--- src/rtl/icf_gyro_lane.sv ---
`timescale 1ns / 1ps
// ----------------------------------------------------------------------------
// icf_gyro_lane
// Integrates one gyro rate over the time step: angle + round(rate*dt/15625).
// The division folds the upper dividend bits down three times and finishes
// with a reciprocal multiply.
// ----------------------------------------------------------------------------
module icf_gyro_lane (
    input  logic                i_clk,
    input  logic                i_rst_n,
    input  logic                i_start,
    input  logic signed [15:0]  i_rate,
    input  logic [31:0]         i_dt,
    input  logic [31:0]         i_angle,
    output logic                o_done,
    output logic [31:0]         o_angle
);

    // 2^24 = 1073 * 15625 + 11591, so the upper 24 bits of the dividend can be
    // folded into the lower part while their quotient share is collected.
    localparam logic [10:0] FOLD_Q    = 11'd1073;
    localparam logic [13:0] FOLD_R    = 14'd11591;
    localparam logic [47:0] HALF_DIV  = 48'd7812;
    // ceil(2^39 / 15625); exact for every dividend below 2^25.
    localparam logic [25:0] RECIP     = 26'd35184373;
    // Three folds bring any dividend below 2^25.
    localparam logic [1:0]  LAST_FOLD = 2'd2;

    typedef enum logic [4:0] {
        ST_IDLE = 5'b00001,
        ST_FOLD = 5'b00010,
        ST_FIN  = 5'b00100,
        ST_OUT  = 5'b01000,
        ST_DONE = 5'b10000
    } t_gyro_state;

    t_gyro_state r_state, n_state;

    logic [47:0] r_num;
    logic [31:0] r_q, r_ang, r_out;
    logic [1:0]  r_cnt;
    logic        r_neg;

    logic signed [48:0] w_prod;
    logic [47:0] w_mag;
    logic [23:0] w_hi, w_lo;
    logic [37:0] w_hi_r;
    logic [34:0] w_hi_q;
    logic [47:0] w_fold;
    logic [50:0] w_recip;
    logic [31:0] w_inc;

    assign w_prod  = i_rate * signed'({1'b0, i_dt});
    assign w_mag   = w_prod[48] ? 48'(-w_prod) : w_prod[47:0];
    assign w_hi    = r_num[47:24];
    assign w_lo    = r_num[23:0];
    assign w_hi_r  = w_hi * FOLD_R;
    assign w_hi_q  = w_hi * FOLD_Q;
    assign w_fold  = {10'd0, w_hi_r} + {24'd0, w_lo};
    assign w_recip = r_num[24:0] * RECIP;
    assign w_inc   = r_neg ? (32'd0 - r_q) : r_q;

    always_comb begin
        n_state = r_state;
        unique case (r_state)
            ST_IDLE: n_state = r_state;
            ST_FOLD: if (r_cnt == LAST_FOLD) n_state = ST_FIN;
            ST_FIN:  n_state = ST_OUT;
            ST_OUT:  n_state = ST_DONE;
            ST_DONE: n_state = r_state;
            default: n_state = ST_IDLE;
        endcase
        if (i_start) n_state = ST_FOLD;
    end

    always_ff @(posedge i_clk) begin
        if (!i_rst_n) begin
            r_state <= ST_IDLE;
        end else begin
            r_state <= n_state;
        end
    end

    always_ff @(posedge i_clk) begin
        if (i_start) begin
            r_num <= w_mag + HALF_DIV;
            r_q   <= '0;
            r_cnt <= '0;
            r_neg <= w_prod[48];
            r_ang <= i_angle;
        end else if (r_state == ST_FOLD) begin
            r_num <= w_fold;
            r_q   <= r_q + w_hi_q[31:0];
            r_cnt <= r_cnt + 1'b1;
        end else if (r_state == ST_FIN) begin
            r_q <= r_q + {20'd0, w_recip[50:39]};
        end else if (r_state == ST_OUT) begin
            r_out <= r_ang + w_inc;
        end
    end

    assign o_done  = (r_state == ST_DONE);
    assign o_angle = r_out;

endmodule
--- config.mk ---
export PLATFORM = sky130hd
export DESIGN_NAME = icf_gyro_lane
export DESIGN_NICKNAME = d
export VERILOG_FILES = /design/src/rtl/icf_gyro_lane.sv
export SDC_FILE = /design/constraint.sdc
export NUM_CORES = 2
export LEC_CHECK = 0
export ABC_AREA = 1
export BUFFER_PORTS_ARGS = -buffer_cell sky130_fd_sc_hd__buf_2
export CORE_ASPECT_RATIO = 0.5
export CORE_MARGIN = 1.5
export CORE_UTILIZATION = 35
export CTS_BUF_LIST = sky130_fd_sc_hd__clkbuf_4
export DETAILED_ROUTE_END_ITERATION = 8
export GPL_TIMING_DRIVEN = 0
export PLACE_DENSITY = 0.56
export SLEW_MARGIN = 20
export SYNTH_ARGS = -nofsm -noshare
export SYNTH_HDL_FRONTEND = slang
export SYNTH_SLANG_ARGS = --single-unit
export TNS_END_PERCENT = 1
--- constraint.sdc ---
create_clock -name i_clk -period 22.5 [get_ports i_clk]
set_clock_uncertainty 0.15 [all_clocks]
set_input_delay 4.5 -clock i_clk [delete_from_list [all_inputs] [get_ports i_clk]]
set_output_delay 4.5 -clock i_clk [all_outputs]
set_load 0.01 [all_outputs]
==> flow_metrics.tcl <==
set metrics [dict create \
    synthCells 6585 \
    rows 99 \
    synth_top_area_cell "fa_1" \
    worstPathArrival_ns 12.63 \
    drt_first_pass_iters 5 \
    tns_ns 0 \
    htreeDepth 4 \
    start_util_pct 35.3 \
    vias 41365 \
    relSlewSlack_pct 26.2 \
    viasPerCell 4.76 \
    post-route-period-util_pct 54.5 \
    regArea_sq_um 4170 \
    cts_hold_buf 0 \
    grt_first_pass_wirelength_microns 240000 \
    period_needed_ns 12.26 \
    status "finished, final reports clean" \
    drc 0 \
    grt_pass1_vias 42370 \
    ant_nets 0 \
    drt-initial-drc-count 2473 \
    max_stage_delay_ns 0.70 \
    synthTopCellsByArea "fa_1 34%, ha_1 17%, inv_1 12%" \
    overflow 0 \
    ioPinCount 116 \
    reg2reg_depth 40 \
    coreArea_sq_um 146000 \
    cap_violations 0 \
    setup_viol 0 \
    dp.cells 8655 \
    clockRootBuffer "clkbuf_4" \
    place_hpwl_microns 129000 \
    cpMaxStageDelayCell "clkbuf_1" \
    synth_area_sq_um 51400 \
    cp-end-kind "flop" \
    cts_buffer_depth 2 \
    cts_tree "built" \
    avgSynthCellArea_sq_um 7.81 \
    routedWlPerCell_microns 17.3 \
    fin_cells 8691 \
    grt.total_usage_pct 20.6 \
    cts_sinks 152 \
    hold_path_depth 2 \
    fill_cells 15454 \
    synth-seq-cells 152 \
    final_nets 8364 \
    ys_seq_area_share_pct 8.12 \
    critPathKind "primary input to flop" \
    synth_cell_type_count 58 \
    die_area_sq_um 149000 \
    antenna_found_initial 5 \
    routed_wl_microns 151000 \
    hp-class "flop to flop" \
    fp.dieH_microns 274 \
    syn_to_final_growth_pct 6.46 \
    die_w_microns 545 \
    clk_latency_ns 0.74 \
    tightest_slew_ns 1.11 \
    ys_warn_count 0 \
    hold_viol 0 \
    clock.fmax_mhz 81.5 \
    cts_setup_buffers 0 \
    clk_pin_slew_ns 0.16 \
    worstPathRequired_ns 22.87 \
    cp_max_fo 10 \
    placed_cell_area_sq_um 54500 \
    multi_input_area_sq_um 40400 \
    grt_max_degree 50 \
    cts_buffers 17 \
    cts_resized 0 \
    rsz0062_at_grt "no" \
    slew_viol_final 0 \
    synth.top_cell.area_share_pct 33.5 \
    fin_area_sq_um 54800 \
    holdWs_ns 0.340 \
    io_buffers 97 \
    gp_congestion 0.917 \
    cp-start-kind "primary input" \
    layout-drive-gt1-share_pct 4.64 \
    syn-num-nets 8244 \
]
==> layer usage <==
layer,vias up,global-route usage (%),share of wire (%)
met4,2,4.70,2.1
met5,-,0,0.011
li1,20259,-,-
met2,1018,33.9,45
met1,19947,28.9,47
met3,139,2.32,5.4
==> metrics by stage <==
stage,util [%],setup WS (ns)
2_1_floorplan,-,11.09
3_3_place_gp,37.3,9.51
3_5_place_dp,37.4,9.56
4_1_cts,37.6,10.38
5_1_grt,37.6,9.77
6_report,37.6,10.24
==> worst paths after layout <==
kind,start,endpoint,slack (ns)
worst max register to register,r_num[8],r_q[31],12.64
worst min-delay path,r_cnt[0],r_cnt[0],0.34
worst max-delay path,i_rate[1],r_num[26],10.24
worst min register to register,r_cnt[0],r_cnt[0],0.34
==> cells by family after synthesis <==
| kind of cell | Yosys count | share of synthesized area, % |
|---|---|---|
| adder cells (fa/ha/maj) | 1576 | 50.9 |
| AND/OR/NAND/NOR | 2279 | 18.6 |
| XOR/XNOR | 131 | 2.28 |
| flip-flops | 152 | 8.12 |
| buffers and inverters | 1829 | 13.5 |
| AO/OA/AOI/OAI | 618 | 6.63 |
==> sequential cells by signal (all words and copies together) (netlist names) <==
| signal | flops |
|---|---|
| o_angle | 32 |
| r_cnt | 2 |
| r_num | 48 |
| r_ang | 32 |
| r_state | 5 |
| r_q | 32 |
| r_neg | 1 |
==> worst max-delay path: cells and delay by family <==
family / cells / cell delay, ns
buf+inv: 10 / 1.58
compound gates: 4 / 0.40
simple gates: 16 / 2.27
fa+ha+maj: 8 / 3.85
==> final cells by class <==
cell class	count	share of cell area [%]
clock inverters	15	0.256
well taps	1969	4.50
diodes	4	0.0183
inverters	1682	11.5
multi-input cells	4604	73.7
plain buffers	147	1.11
clock buffers	17	0.233
flip-flops and latches	152	7.62
repair buffers	101	1.01
==> cell usage in the layout (no fill, tap or decap), types with 13 or more instances in the layout <==
cell / netlist / layout
edfxtp_1: 113 / 113
clkbuf_4: 0 / 17
nor3_1: 39 / 39
a21oi_1: 281 / 281
or2_2: 24 / 24
inv_1: 1658 / 1658
o21bai_1: 15 / 15
dfxtp_1: 39 / 39
buf_2: 4 / 101
nor2_2: 34 / 34
o21a_1: 14 / 14
clkbuf_1: 134 / 134
nand2_2: 50 / 50
nand4_1: 54 / 54
nand3_1: 219 / 219
o21ai_0: 191 / 191
ha_1: 715 / 715
nand3_2: 13 / 13
a31oi_1: 41 / 41
fa_1: 861 / 861
nor2_1: 335 / 334
inv_2: 19 / 19
o211ai_1: 14 / 14
xor2_1: 92 / 92
nand2_1: 1465 / 1464
xnor2_1: 37 / 37
==> cells in the mapped netlist (all sizes together) <==
library cell and count:
dfxtp 39, fa 861, a211oi 4, a21oi 283, o311ai 2, nand3b 8, xor2 94, or2 25
xnor2 37, o21bai 15, a21boi 11, nor3b 4, inv 1677, clkbuf 134, a221oi 2, nor3 41
o31ai 6, and2 2, nand2b 1, a31o 1, o211ai 14, a31oi 41, nor2 377, o221ai 6
o2111ai 2, edfxtp 113, buf 13, o21ai 202, nor4 11, ha 715, nand3 233, or3 1
nand4 55, and3 3, o21a 14, clkinv 5, nand2 1518, o22ai 3, a21o 12
Power is left out: the tool's default activity adds up to more than one toggle a clock period on the data nets, which glitch-free logic cannot reach.
